**src/hw/rtl/mrhm_pkg.sv**
```systemverilog
// Shared types, codes and the CRC-16 step for the Modbus read-holding master.
// Used by the configuration, controller, datapath, top-level and checker files.
`default_nettype none

package mrhm_pkg;

	// Frame constants of function 03.
	localparam logic [7:0]  FUNC_READ = 8'h03;
	localparam logic [15:0] CRC_INIT  = 16'hFFFF;
	localparam logic [15:0] CRC_POLY  = 16'hA001;
	localparam int          REQ_LEN   = 8;
	localparam int          HDR_LEN   = 3;
	localparam int          CRC_LEN   = 2;

	// Configuration port.
	localparam int   APB_AW            = 3;
	localparam logic REG_SLAVE_ADDRESS = 1'b0;

	// Input item kinds.
	localparam logic [1:0] KIND_START = 2'd0;
	localparam logic [1:0] KIND_BYTE  = 2'd1;
	localparam logic [1:0] KIND_END   = 2'd2;

	// Result item kinds.
	localparam logic [1:0] OUT_REQ    = 2'd0;
	localparam logic [1:0] OUT_VALUE  = 2'd1;
	localparam logic [1:0] OUT_STATUS = 2'd2;

	// Status codes.
	localparam logic [1:0] STS_OK      = 2'd0;
	localparam logic [1:0] STS_BAD_ARG = 2'd1;
	localparam logic [1:0] STS_TIMEOUT = 2'd2;
	localparam logic [1:0] STS_ERROR   = 2'd3;

	// Source of the next result loaded into the output register.
	typedef enum logic [1:0] {
		SRC_REQ,
		SRC_VALUE,
		SRC_STATUS
	} out_src_t;

	// Commands from the controller to the datapath.
	typedef struct packed {
		logic       capture;
		logic       req_init;
		logic       req_emit;
		logic [2:0] req_idx;
		logic       rx_init;
		logic       rx_step;
		logic       rd_issue;
		logic [5:0] val_idx;
		logic       out_load;
		out_src_t   out_src;
		logic [1:0] out_status;
		logic       out_last;
	} mrhm_cmd_t;

	// Status from the datapath to the controller.
	typedef struct packed {
		logic [1:0] kind;
		logic       args_bad;
		logic       rx_final;
		logic       frame_ok;
		logic [6:0] count;
	} mrhm_sts_t;

	// One byte through the reflected CRC-16, one bit per step.
	function automatic logic [15:0] crc_feed(input logic [15:0] crc, input logic [7:0] b);
		logic [15:0] c;
		c = crc ^ {8'h00, b};
		for (int i = 0; i < 8; i++) begin
			if (c[0]) begin
				c = (c >> 1) ^ CRC_POLY;
			end else begin
				c = c >> 1;
			end
		end
		return c;
	endfunction

endpackage

`default_nettype wire

```
**src/hw/rtl/modbus_read_holding_master.sv**
```systemverilog
// Top level of the Modbus RTU read-holding-registers master.
// Depends on mrhm_pkg, mrhm_cfg, mrhm_ctrl and mrhm_dp.
//
//   Channel   Signals                                    Transfer when
//   -------   ----------------------------------------   -------------------------
//   in        in_valid, in_stall, kind, first_register,   in_valid && !in_stall
//             quantity, rx_byte
//   out       out_valid, out_stall, out_kind, tx_byte,    out_valid && !out_stall
//             reg_index, reg_value, status, last
//   cfg       psel, penable, pwrite, paddr, pwdata,       psel && penable && pwrite
//             prdata, pready
//
// An item is latched in the input register and then decoded by the controller. A valid
// start sends the eight request bytes one at a time; a final response byte that passes
// the frame checks has each value read from the value store through its single
// registered port before it is sent.
// Reset leaves the block idle with slave address 1; no clearing pass is needed.
// A stalled output holds the controller until the output register drains.
`default_nettype none

module modbus_read_holding_master
	import mrhm_pkg::*;
#(
	parameter int MAX_REGISTERS   = 32,
	parameter int MAX_FRAME_BYTES = 256
) (
	input  wire logic              clk,
	input  wire logic              arst_n,
	input  wire logic              in_valid,
	output logic                   in_stall,
	input  wire logic [1:0]        kind,
	input  wire logic [15:0]       first_register,
	input  wire logic [15:0]       quantity,
	input  wire logic [7:0]        rx_byte,
	output logic                   out_valid,
	input  wire logic              out_stall,
	output logic      [1:0]        out_kind,
	output logic      [7:0]        tx_byte,
	output logic      [5:0]        reg_index,
	output logic      [15:0]       reg_value,
	output logic      [1:0]        status,
	output logic                   last,
	input  wire logic              psel,
	input  wire logic              penable,
	input  wire logic              pwrite,
	input  wire logic [APB_AW-1:0] paddr,
	input  wire logic [31:0]       pwdata,
	output logic      [31:0]       prdata,
	output logic                   pready
);

	logic [7:0] slave_address;
	mrhm_cmd_t  cmd;
	mrhm_sts_t  sts;

	// Configuration registers.
	mrhm_cfg u_cfg (
		.clk           (clk),
		.arst_n        (arst_n),
		.psel          (psel),
		.penable       (penable),
		.pwrite        (pwrite),
		.paddr         (paddr),
		.pwdata        (pwdata),
		.prdata        (prdata),
		.pready        (pready),
		.slave_address (slave_address)
	);

	// Exchange sequencer.
	mrhm_ctrl u_ctrl (
		.clk       (clk),
		.arst_n    (arst_n),
		.in_valid  (in_valid),
		.in_stall  (in_stall),
		.out_valid (out_valid),
		.out_stall (out_stall),
		.sts       (sts),
		.cmd       (cmd)
	);

	// Frame building, checking and value storage.
	mrhm_dp #(
		.MAX_REGISTERS   (MAX_REGISTERS),
		.MAX_FRAME_BYTES (MAX_FRAME_BYTES)
	) u_dp (
		.clk            (clk),
		.arst_n         (arst_n),
		.cmd            (cmd),
		.sts            (sts),
		.slave_address  (slave_address),
		.kind           (kind),
		.first_register (first_register),
		.quantity       (quantity),
		.rx_byte        (rx_byte),
		.out_kind       (out_kind),
		.tx_byte        (tx_byte),
		.reg_index      (reg_index),
		.reg_value      (reg_value),
		.status         (status),
		.last           (last)
	);

endmodule

`default_nettype wire

```
**src/hw/rtl/mrhm_cfg.sv**
```systemverilog
// APB-style register file holding the slave address.
// Depends on mrhm_pkg for the address width and register index.
`default_nettype none

module mrhm_cfg
	import mrhm_pkg::*;
(
	input  wire logic              clk,
	input  wire logic              arst_n,
	input  wire logic              psel,
	input  wire logic              penable,
	input  wire logic              pwrite,
	input  wire logic [APB_AW-1:0] paddr,
	input  wire logic [31:0]       pwdata,
	output logic      [31:0]       prdata,
	output logic                   pready,
	output logic      [7:0]        slave_address
);

	logic       hit;
	logic [7:0] slave_q;

	// The only register sits at index zero; other addresses read as zero.
	assign hit = (paddr[APB_AW-1:2] == REG_SLAVE_ADDRESS);

	always_ff @(posedge clk or negedge arst_n) begin
		if (!arst_n) begin
			slave_q <= 8'd1;
		end else if (psel && penable && pwrite && hit) begin
			slave_q <= pwdata[7:0];
		end
	end

	assign prdata        = hit ? {24'd0, slave_q} : 32'd0;
	assign pready        = 1'b1;
	assign slave_address = slave_q;

endmodule

`default_nettype wire

```
**src/hw/rtl/mrhm_ctrl.sv**
```systemverilog
// Controller state machine: sequences request bytes, response checks and value readout.
// Depends on mrhm_pkg for the command and status structs and the codes.
`default_nettype none

module mrhm_ctrl
	import mrhm_pkg::*;
(
	input  wire logic      clk,
	input  wire logic      arst_n,
	input  wire logic      in_valid,
	output logic           in_stall,
	output logic           out_valid,
	input  wire logic      out_stall,
	input  wire mrhm_sts_t sts,
	output mrhm_cmd_t      cmd
);

	typedef enum logic [2:0] {
		ST_READY,
		ST_EXEC,
		ST_REQ,
		ST_VREAD,
		ST_VEMIT
	} state_t;

	state_t     state_q;
	logic       awaiting_q;
	logic [2:0] req_idx_q;
	logic [5:0] val_idx_q;
	logic       out_valid_q;
	logic       out_free;
	logic       val_last;

	// The output register may take a new result when empty or being drained.
	assign out_free = !out_valid_q || !out_stall;
	assign val_last = ({1'b0, val_idx_q} == (sts.count - 7'd1));
	assign in_stall = (state_q != ST_READY);
	assign out_valid = out_valid_q;

	// Commands for the datapath in the current cycle.
	always_comb begin
		cmd            = '0;
		cmd.out_src    = SRC_STATUS;
		cmd.req_idx    = req_idx_q;
		cmd.val_idx    = val_idx_q;
		unique case (state_q)
			ST_READY: begin
				cmd.capture = in_valid;
			end
			ST_EXEC: begin
				if (out_free) begin
					if (sts.kind == KIND_START) begin
						if (sts.args_bad) begin
							cmd.out_load   = 1'b1;
							cmd.out_status = STS_BAD_ARG;
							cmd.out_last   = 1'b1;
						end else begin
							cmd.req_init = 1'b1;
						end
					end else if (sts.kind == KIND_BYTE && awaiting_q) begin
						cmd.rx_step = 1'b1;
						if (sts.rx_final && !sts.frame_ok) begin
							cmd.out_load   = 1'b1;
							cmd.out_status = STS_ERROR;
							cmd.out_last   = 1'b1;
						end
					end else if (sts.kind == KIND_END && awaiting_q) begin
						cmd.out_load   = 1'b1;
						cmd.out_status = STS_TIMEOUT;
						cmd.out_last   = 1'b1;
					end
				end
			end
			ST_REQ: begin
				if (out_free) begin
					cmd.out_load = 1'b1;
					cmd.out_src  = SRC_REQ;
					cmd.req_emit = 1'b1;
					cmd.out_last = (req_idx_q == 3'(REQ_LEN - 1));
					cmd.rx_init  = (req_idx_q == 3'(REQ_LEN - 1));
				end
			end
			ST_VREAD: begin
				cmd.rd_issue = 1'b1;
			end
			ST_VEMIT: begin
				if (out_free) begin
					cmd.out_load = 1'b1;
					cmd.out_src  = SRC_VALUE;
					cmd.out_last = val_last;
				end
			end
			default: begin
				cmd.capture = 1'b0;
			end
		endcase
	end

	// State, counters and the output valid flag.
	always_ff @(posedge clk or negedge arst_n) begin
		if (!arst_n) begin
			state_q     <= ST_READY;
			awaiting_q  <= 1'b0;
			req_idx_q   <= '0;
			val_idx_q   <= '0;
			out_valid_q <= 1'b0;
		end else begin
			if (cmd.out_load) begin
				out_valid_q <= 1'b1;
			end else if (!out_stall) begin
				out_valid_q <= 1'b0;
			end
			unique case (state_q)
				ST_READY: begin
					if (in_valid) begin
						state_q <= ST_EXEC;
					end
				end
				ST_EXEC: begin
					if (out_free) begin
						if (sts.kind == KIND_START) begin
							awaiting_q <= 1'b0;
							if (!sts.args_bad) begin
								req_idx_q <= '0;
								state_q   <= ST_REQ;
							end else begin
								state_q <= ST_READY;
							end
						end else if (sts.kind == KIND_BYTE && awaiting_q) begin
							if (sts.rx_final) begin
								awaiting_q <= 1'b0;
								if (sts.frame_ok) begin
									val_idx_q <= '0;
									state_q   <= ST_VREAD;
								end else begin
									state_q <= ST_READY;
								end
							end else begin
								state_q <= ST_READY;
							end
						end else if (sts.kind == KIND_END && awaiting_q) begin
							awaiting_q <= 1'b0;
							state_q    <= ST_READY;
						end else begin
							state_q <= ST_READY;
						end
					end
				end
				ST_REQ: begin
					if (out_free) begin
						req_idx_q <= req_idx_q + 3'd1;
						if (req_idx_q == 3'(REQ_LEN - 1)) begin
							awaiting_q <= 1'b1;
							state_q    <= ST_READY;
						end
					end
				end
				ST_VREAD: begin
					state_q <= ST_VEMIT;
				end
				ST_VEMIT: begin
					if (out_free) begin
						if (val_last) begin
							state_q <= ST_READY;
						end else begin
							val_idx_q <= val_idx_q + 6'd1;
							state_q   <= ST_VREAD;
						end
					end
				end
				default: begin
					state_q <= ST_READY;
				end
			endcase
		end
	end

endmodule

`default_nettype wire

```
**src/hw/rtl/mrhm_dp.sv**
```systemverilog
// Datapath: input latch, request builder, response checker, value memory, output register.
// Depends on mrhm_pkg for the structs, codes and the CRC-16 step.
`default_nettype none

module mrhm_dp
	import mrhm_pkg::*;
#(
	parameter int MAX_REGISTERS   = 32,
	parameter int MAX_FRAME_BYTES = 256
) (
	input  wire logic        clk,
	input  wire logic        arst_n,
	input  wire mrhm_cmd_t   cmd,
	output mrhm_sts_t        sts,
	input  wire logic [7:0]  slave_address,
	input  wire logic [1:0]  kind,
	input  wire logic [15:0] first_register,
	input  wire logic [15:0] quantity,
	input  wire logic [7:0]  rx_byte,
	output logic      [1:0]  out_kind,
	output logic      [7:0]  tx_byte,
	output logic      [5:0]  reg_index,
	output logic      [15:0] reg_value,
	output logic      [1:0]  status,
	output logic             last
);

	localparam int AW        = (MAX_REGISTERS > 1) ? $clog2(MAX_REGISTERS) : 1;
	localparam int FRAME_QTY = (MAX_FRAME_BYTES - HDR_LEN - CRC_LEN) / 2;
	localparam int QTY_LIMIT = (MAX_REGISTERS < FRAME_QTY) ? MAX_REGISTERS : FRAME_QTY;

	// Latched input item.
	logic [1:0]  kind_q;
	logic [15:0] first_q;
	logic [15:0] qty_q;
	logic [7:0]  rxb_q;

	// Request and response state.
	logic [15:0] tx_crc_q;
	logic [15:0] rx_crc_q;
	logic [7:0]  bytes_seen_q;
	logic [6:0]  awaited_q;
	logic        frame_bad_q;
	logic [7:0]  crc_low_q;
	logic [7:0]  high_q;
	logic [15:0] rdata_q;

	// Output register payload.
	logic [1:0]  out_kind_q;
	logic [7:0]  tx_byte_q;
	logic [5:0]  reg_index_q;
	logic [15:0] reg_value_q;
	logic [1:0]  status_q;
	logic        last_q;

	logic [15:0] value_mem [MAX_REGISTERS];

	logic [7:0]  req_byte;
	logic [7:0]  body_len;
	logic        in_body;
	logic [7:0]  data_pos;
	logic [6:0]  slot;
	logic        mem_we;

	// Request byte for the current position in transmit order.
	always_comb begin
		unique case (cmd.req_idx)
			3'd0:    req_byte = slave_address;
			3'd1:    req_byte = FUNC_READ;
			3'd2:    req_byte = first_q[15:8];
			3'd3:    req_byte = first_q[7:0];
			3'd4:    req_byte = qty_q[15:8];
			3'd5:    req_byte = qty_q[7:0];
			3'd6:    req_byte = tx_crc_q[7:0];
			default: req_byte = tx_crc_q[15:8];
		endcase
	end

	// Position of the current response byte within the frame.
	assign body_len = 8'(HDR_LEN) + {awaited_q, 1'b0};
	assign in_body  = (bytes_seen_q < body_len);
	assign data_pos = bytes_seen_q - 8'(HDR_LEN);
	assign slot     = data_pos[7:1];
	assign mem_we   = cmd.rx_step && in_body && (bytes_seen_q >= 8'(HDR_LEN)) && data_pos[0];

	assign sts.kind     = kind_q;
	assign sts.args_bad = (slave_address == 8'd0) || (qty_q == 16'd0) ||
	                      (qty_q > 16'(QTY_LIMIT));
	assign sts.rx_final = (bytes_seen_q == body_len + 8'd1);
	assign sts.frame_ok = !frame_bad_q && ({rxb_q, crc_low_q} == rx_crc_q);
	assign sts.count    = awaited_q;

	// CRC accumulators and frame checks.
	always_ff @(posedge clk or negedge arst_n) begin
		if (!arst_n) begin
			tx_crc_q     <= CRC_INIT;
			rx_crc_q     <= CRC_INIT;
			bytes_seen_q <= '0;
			awaited_q    <= '0;
			frame_bad_q  <= 1'b0;
			crc_low_q    <= '0;
			high_q       <= '0;
		end else begin
			if (cmd.req_init) begin
				tx_crc_q <= CRC_INIT;
			end else if (cmd.req_emit && (cmd.req_idx < 3'(REQ_LEN - CRC_LEN))) begin
				tx_crc_q <= crc_feed(tx_crc_q, req_byte);
			end
			if (cmd.rx_init) begin
				rx_crc_q     <= CRC_INIT;
				bytes_seen_q <= '0;
				awaited_q    <= qty_q[6:0];
				frame_bad_q  <= 1'b0;
				crc_low_q    <= '0;
				high_q       <= '0;
			end else if (cmd.rx_step) begin
				bytes_seen_q <= bytes_seen_q + 8'd1;
				if (in_body) begin
					rx_crc_q <= crc_feed(rx_crc_q, rxb_q);
					if (bytes_seen_q == 8'd0) begin
						if (rxb_q != slave_address) frame_bad_q <= 1'b1;
					end else if (bytes_seen_q == 8'd1) begin
						if (rxb_q != FUNC_READ) frame_bad_q <= 1'b1;
					end else if (bytes_seen_q == 8'd2) begin
						if (rxb_q != {awaited_q, 1'b0}) frame_bad_q <= 1'b1;
					end else if (!data_pos[0]) begin
						high_q <= rxb_q;
					end
				end else if (bytes_seen_q == body_len) begin
					crc_low_q <= rxb_q;
				end
			end
		end
	end

	// Input latch and output payload; these need no reset.
	always_ff @(posedge clk) begin
		if (cmd.capture) begin
			kind_q  <= kind;
			first_q <= first_register;
			qty_q   <= quantity;
			rxb_q   <= rx_byte;
		end
		if (cmd.out_load) begin
			last_q <= cmd.out_last;
			unique case (cmd.out_src)
				SRC_REQ: begin
					out_kind_q  <= OUT_REQ;
					tx_byte_q   <= req_byte;
					reg_index_q <= '0;
					reg_value_q <= '0;
					status_q    <= STS_OK;
				end
				SRC_VALUE: begin
					out_kind_q  <= OUT_VALUE;
					tx_byte_q   <= '0;
					reg_index_q <= cmd.val_idx;
					reg_value_q <= rdata_q;
					status_q    <= STS_OK;
				end
				default: begin
					out_kind_q  <= OUT_STATUS;
					tx_byte_q   <= '0;
					reg_index_q <= '0;
					reg_value_q <= '0;
					status_q    <= cmd.out_status;
				end
			endcase
		end
	end

	// Register value store with a registered read port.
	always_ff @(posedge clk) begin
		if (mem_we) begin
			value_mem[slot[AW-1:0]] <= {high_q, rxb_q};
		end
		if (cmd.rd_issue) begin
			rdata_q <= value_mem[cmd.val_idx[AW-1:0]];
		end
	end

	assign out_kind  = out_kind_q;
	assign tx_byte   = tx_byte_q;
	assign reg_index = reg_index_q;
	assign reg_value = reg_value_q;
	assign status    = status_q;
	assign last      = last_q;

endmodule

`default_nettype wire

```
**config.mk**
```make
export PLATFORM = sky130hd
export DESIGN_NAME = modbus_read_holding_master
export DESIGN_NICKNAME = d
export VERILOG_FILES = /design/src/hw/rtl/mrhm_pkg.sv /design/src/hw/rtl/modbus_read_holding_master.sv /design/src/hw/rtl/mrhm_cfg.sv /design/src/hw/rtl/mrhm_ctrl.sv /design/src/hw/rtl/mrhm_dp.sv
export SDC_FILE = /design/constraint.sdc
export NUM_CORES = 1
export LEC_CHECK = 0
export BUFFER_PORTS_ARGS = -buffer_cell sky130_fd_sc_hd__buf_2
export CORE_ASPECT_RATIO = 0.7
export CORE_MARGIN = 4
export CORE_UTILIZATION = 25
export DETAILED_ROUTE_END_ITERATION = 6
export PLACE_DENSITY = 0.46
export SKIP_CTS_REPAIR_TIMING = 1
export SLEW_MARGIN = 10
export SYNTH_ARGS = -nofsm -noshare
export SYNTH_HDL_FRONTEND = slang
export SYNTH_SLANG_ARGS = --single-unit
```
**constraint.sdc**
```tcl
create_clock -name clk -period 4.6 [get_ports clk]
set_input_delay 0.46 -clock clk [delete_from_list [all_inputs] [get_ports clk]]
set_output_delay 0.46 -clock clk [all_outputs]
set_load 0.05 [all_outputs]
```
==> impl_metrics.env <==
export IMPL_relSlewSlack_pct=18.76
export IMPL_clockRootBuffer="clkbuf_16"
export IMPL_hold_ws_ns=0.03894
export IMPL_worstSkewPairLatency_ns=0.62
export IMPL_postRouteAntennaNets=0
export IMPL_fin_cells=3400
export IMPL_clkPwrFrac_pct=37.6
export IMPL_p_per_area_nw_per_um2=475.1
export IMPL_finalCritPeriodShare_pct=90.68
export IMPL_worstReg2RegEnd="u_dp.value_mem[26][12]"
export IMPL_drc=0
export IMPL_tritoncts="done"
export IMPL_cts_buffers=77
export IMPL_cts_max_path_buffers=3
export IMPL_rrSetupSlack_ns=0.43
export IMPL_routed_wl_um=71510
export IMPL_crit_start="u_dp.awaited_q[1]"
export IMPL_grtUsageTotal_pct=11.56
export IMPL_antenna_found_initial=3
export IMPL_crit_buf_inv=1
export IMPL_num_rows=103
export IMPL_irDropWorstVdd_mv=0.6440
export IMPL_p_seq_share_pct=45.1
export IMPL_power_mw=16.33
export IMPL_setup_viol=0
export IMPL_syn_avg_cell_area_um2=17.75
export IMPL_switchingPower_mw=4.289
export IMPL_criticalPathCategory="register to register"
export IMPL_timing_fmax_ghz=0.2397
export IMPL_slowest_stage="or3b_1"
export IMPL_critPathMaxStageDelay_ns=0.60
export IMPL_met3_length_um=3386
export IMPL_synth_cell_types=71
export IMPL_hold_path_class="primary input to register"
export IMPL_die_area_um2=121000
export IMPL_routed_top_layer="met4"
export IMPL_drive_above_1_share_pct=29.96
export IMPL_ys_flop_type="edfxtp_1"
export IMPL_initial_core_util_pct=25.39
export IMPL_vias_per_cell=4.481
export IMPL_path_clk_slew_ns=0.06
export IMPL_drv_slew=0
export IMPL_tns_ns=0
export IMPL_finalWorstSetupSlack_ns=0.4289
export IMPL_placedCellCount=3223
export IMPL_die_y_um=292.3
export IMPL_vias=15240
export IMPL_dr_first_iter_drc_count=1411
export IMPL_grt_max_degree=49
export IMPL_rr_startpoint="u_dp.awaited_q[1]"
export IMPL_h_tree_depth=3
export IMPL_io_pins=154
export IMPL_nets=1919
export IMPL_clock_sinks=691
export IMPL_hold_viol_final=0
export IMPL_pwr_share_comb_pct=17.3
export IMPL_synth_edff_count=605
export IMPL_status="complete, no violations"
export IMPL_path_cells="ha_1, nand3_1, xor2_1, ha_1, a21o_1, a21o_1, a2111oi_4, and2_0, or3b_1, nor2_2, buf_4"
export IMPL_synth_yosys_seq_area_share_pct=70.56
export IMPL_drt_pass1_iterations=5
export IMPL_io_buffers=102
export IMPL_cp_max_fo=16
export IMPL_overflow=0
export IMPL_cp_top_family="simple AND/OR/NAND/NOR gates"
export IMPL_synthTopCellsByArea="edfxtp_1, mux4_2, dfrtp_1"
export IMPL_wl_met1_um=34820
export IMPL_reg2reg_depth=11
export IMPL_ys_seq_elements=691
export IMPL_endpoint="u_dp.value_mem[26][12]"
export IMPL_area_delta_synth_final_pct=19.15
export IMPL_synth_area_um2=28860
export IMPL_synth_top_area_cell="edfxtp_1"
export IMPL_worst_pin_slew_ns=1.219
export IMPL_fin_worst_skew_ns=0.02796
export IMPL_drv_cap=0
export IMPL_wl_met2_um=31830
export IMPL_wl_per_cell_um=21.03
export IMPL_place_ws_ns=0.4540
export IMPL_p_int_mw=12.04
export IMPL_switching_share_pct=26.26
export IMPL_async_reset_ff_share_pct=12.45
export IMPL_grt_pass1_wl_um=105300
export IMPL_fp_dieW_um=414.1
export IMPL_grt_setup_unrepaired="false"
export IMPL_core_um2=113700
export IMPL_post_route_min_period_ns=4.171
export IMPL_cp_depth=11
export IMPL_yosys_warnings=0
export IMPL_gp_congestion=0.8057
export IMPL_grt_pass1_vias=15510
export IMPL_hpwl_um=46170
export IMPL_p_leak_nw=10.77
export IMPL_synthCells=1626
export IMPL_cp_required_ns=4.87
export IMPL_startpoint_type="register"
export IMPL_netlist_area_leader_share_pct=62.96
export IMPL_crit_arrival_ns=4.44
export IMPL_cp_end_kind="register"
logic make-up after synthesis:
family	count (synthesis)	synth area share (%)
buffers and inverters	133	2.129
adders and majority gates	21	0.9105
AOI/OAI and AO/OA	143	3.317
other	2	0.02602
and+or+nand+nor	324	5.446
xor gates and xnor gates	102	3.269
DFF	691	70.56
muxes	210	14.35
synth_stat cells (all sizes together), types with 3 or more instances:
| master | instances |
|---|---|
| nand2b | 6 |
| a31o | 3 |
| a222oi | 4 |
| o22ai | 4 |
| edfxtp | 605 |
| a221oi | 4 |
| nor2b | 12 |
| or3 | 7 |
| mux4 | 160 |
| nand4 | 9 |
| inv | 13 |
| ha | 21 |
| or4 | 6 |
| a211oi | 4 |
| nor3b | 3 |
| dfrtp | 53 |
| nand3 | 17 |
| buf | 53 |
| a22oi | 5 |
| xor2 | 40 |
| a32oi | 4 |
| o31ai | 3 |
| mux2i | 21 |
| dfstp | 33 |
| o211ai | 4 |
| or2 | 3 |
| a21o | 8 |
| nand2 | 81 |
| and2 | 30 |
| nor3 | 24 |
| clkbuf | 67 |
| a21oi | 33 |
| nand3b | 5 |
| nor4 | 12 |
| nand4b | 3 |
| a31oi | 9 |
| o21ai | 42 |
| xnor3 | 3 |
| mux2 | 29 |
| nor2 | 100 |
| xnor2 | 59 |
state kept, by name (all words and copies together), names as in the netlist, 3 cells and up:
name and count:
u_dp.rx_crc_q 16, u_dp.qty_q 16, u_dp.reg_index 6, u_dp.value_mem 512
u_dp.rdata_q 16, u_dp.high_q 8, u_ctrl.state_q 3, u_dp.awaited_q 7
u_dp.reg_value 16, u_dp.rxb_q 8, u_ctrl.val_idx_q 6, u_dp.bytes_seen_q 8
u_dp.first_q 16, u_cfg.slave_address 8, u_dp.tx_crc_q 16, u_dp.crc_low_q 8
u_ctrl.req_idx_q 3, u_dp.tx_byte 8
worst min path at each step:
stage	from	endpoint	slack [ns]	depth (start not counted)
floorplan	arst_n	u_cfg.slave_address[1]	0.16	0
global route	rx_byte[0]	u_dp.rxb_q[0]	0.0009	1
detailed placement	u_dp.tx_crc_q[12]	u_dp.tx_crc_q[4]	0.46	2
CTS	arst_n	u_ctrl.out_valid	-0.17	1
finish	rx_byte[0]	u_dp.rxb_q[0]	0.04	1
global placement	u_dp.tx_crc_q[10]	u_dp.tx_crc_q[2]	0.46	2
layout make-up:
class                           count  area (um^2)
Fill cell                       11150        79280
Sequential cell                   691        20370
Multi-Input combinational cell    825         8069
Clock buffer                      102         2103
Tap cell                         1522         1904
Timing Repair Buffer              206         1454
Clock inverter                     39        427.9
Inverter                           13        48.80
Antenna cell                        2        5.005
metal layers:
layer	GRT usage, %	up-vias
met4	2.976	0
met5	0	-
met2	17.20	386
li1	-	6749
met3	2.029	96
met1	17.41	8006
through the flow:
step / util [%] / area (um^2)
after floorplan: - / 28940
after global placement: 27.72 / 31510
after detailed placement: 27.72 / 31510
after CTS: 29.95 / 34040
after global routing: 30.25 / 34380
final: 30.25 / 34380
worst reg2reg max path, delay by kind of cell, from the launching register on:
family                   cells  cell delay, ns
AO/OA/AOI/OAI                3            0.76
adder cells (fa/ha/maj)      2            0.66
XOR/XNOR                     1            0.25
flip-flops                   1            0.54
buffers and inverters        1            0.36
AND/OR/NAND/NOR              4            1.23
layout by cell type (no fill, tap or decap), types with 5 or more instances in the layout:
master	n
clkbuf_16	79
nand3b_1	5
nand2_1	80
a21oi_1	33
edfxtp_1	605
mux2_2	29
dfstp_2	33
bufinv_16	8
clkbuf_1	19
nor2_2	33
a31oi_1	9
nor2b_1	12
dfrtp_1	49
o21ai_0	40
a22oi_1	5
nand2b_1	6
buf_12	6
nor2_1	66
buf_2	101
mux4_2	160
nand3_1	17
a21o_1	8
mux2i_1	21
ha_1	21
xor2_1	39
xnor2_1	59
inv_1	13
conb_1	25
clkinv_2	14
dlygate4sd3_1	34
nor4_1	10
nand4_1	9
clkinv_1	9
nor3_1	24
or4_1	5
and2_1	28
buf_4	65
or3_1	7
power groups by stage:
stage	Sequential (mW)	Combinational [mW]	Clock, mW
global placement	7.48	2.79	0
global route	7.39	3.10	6.60
floorplan	7.38	2.22	0
detailed placement	7.48	2.80	0
CTS	7.36	2.81	6.34
finish	7.36	2.83	6.15
(Power assumes the default switching activity.)
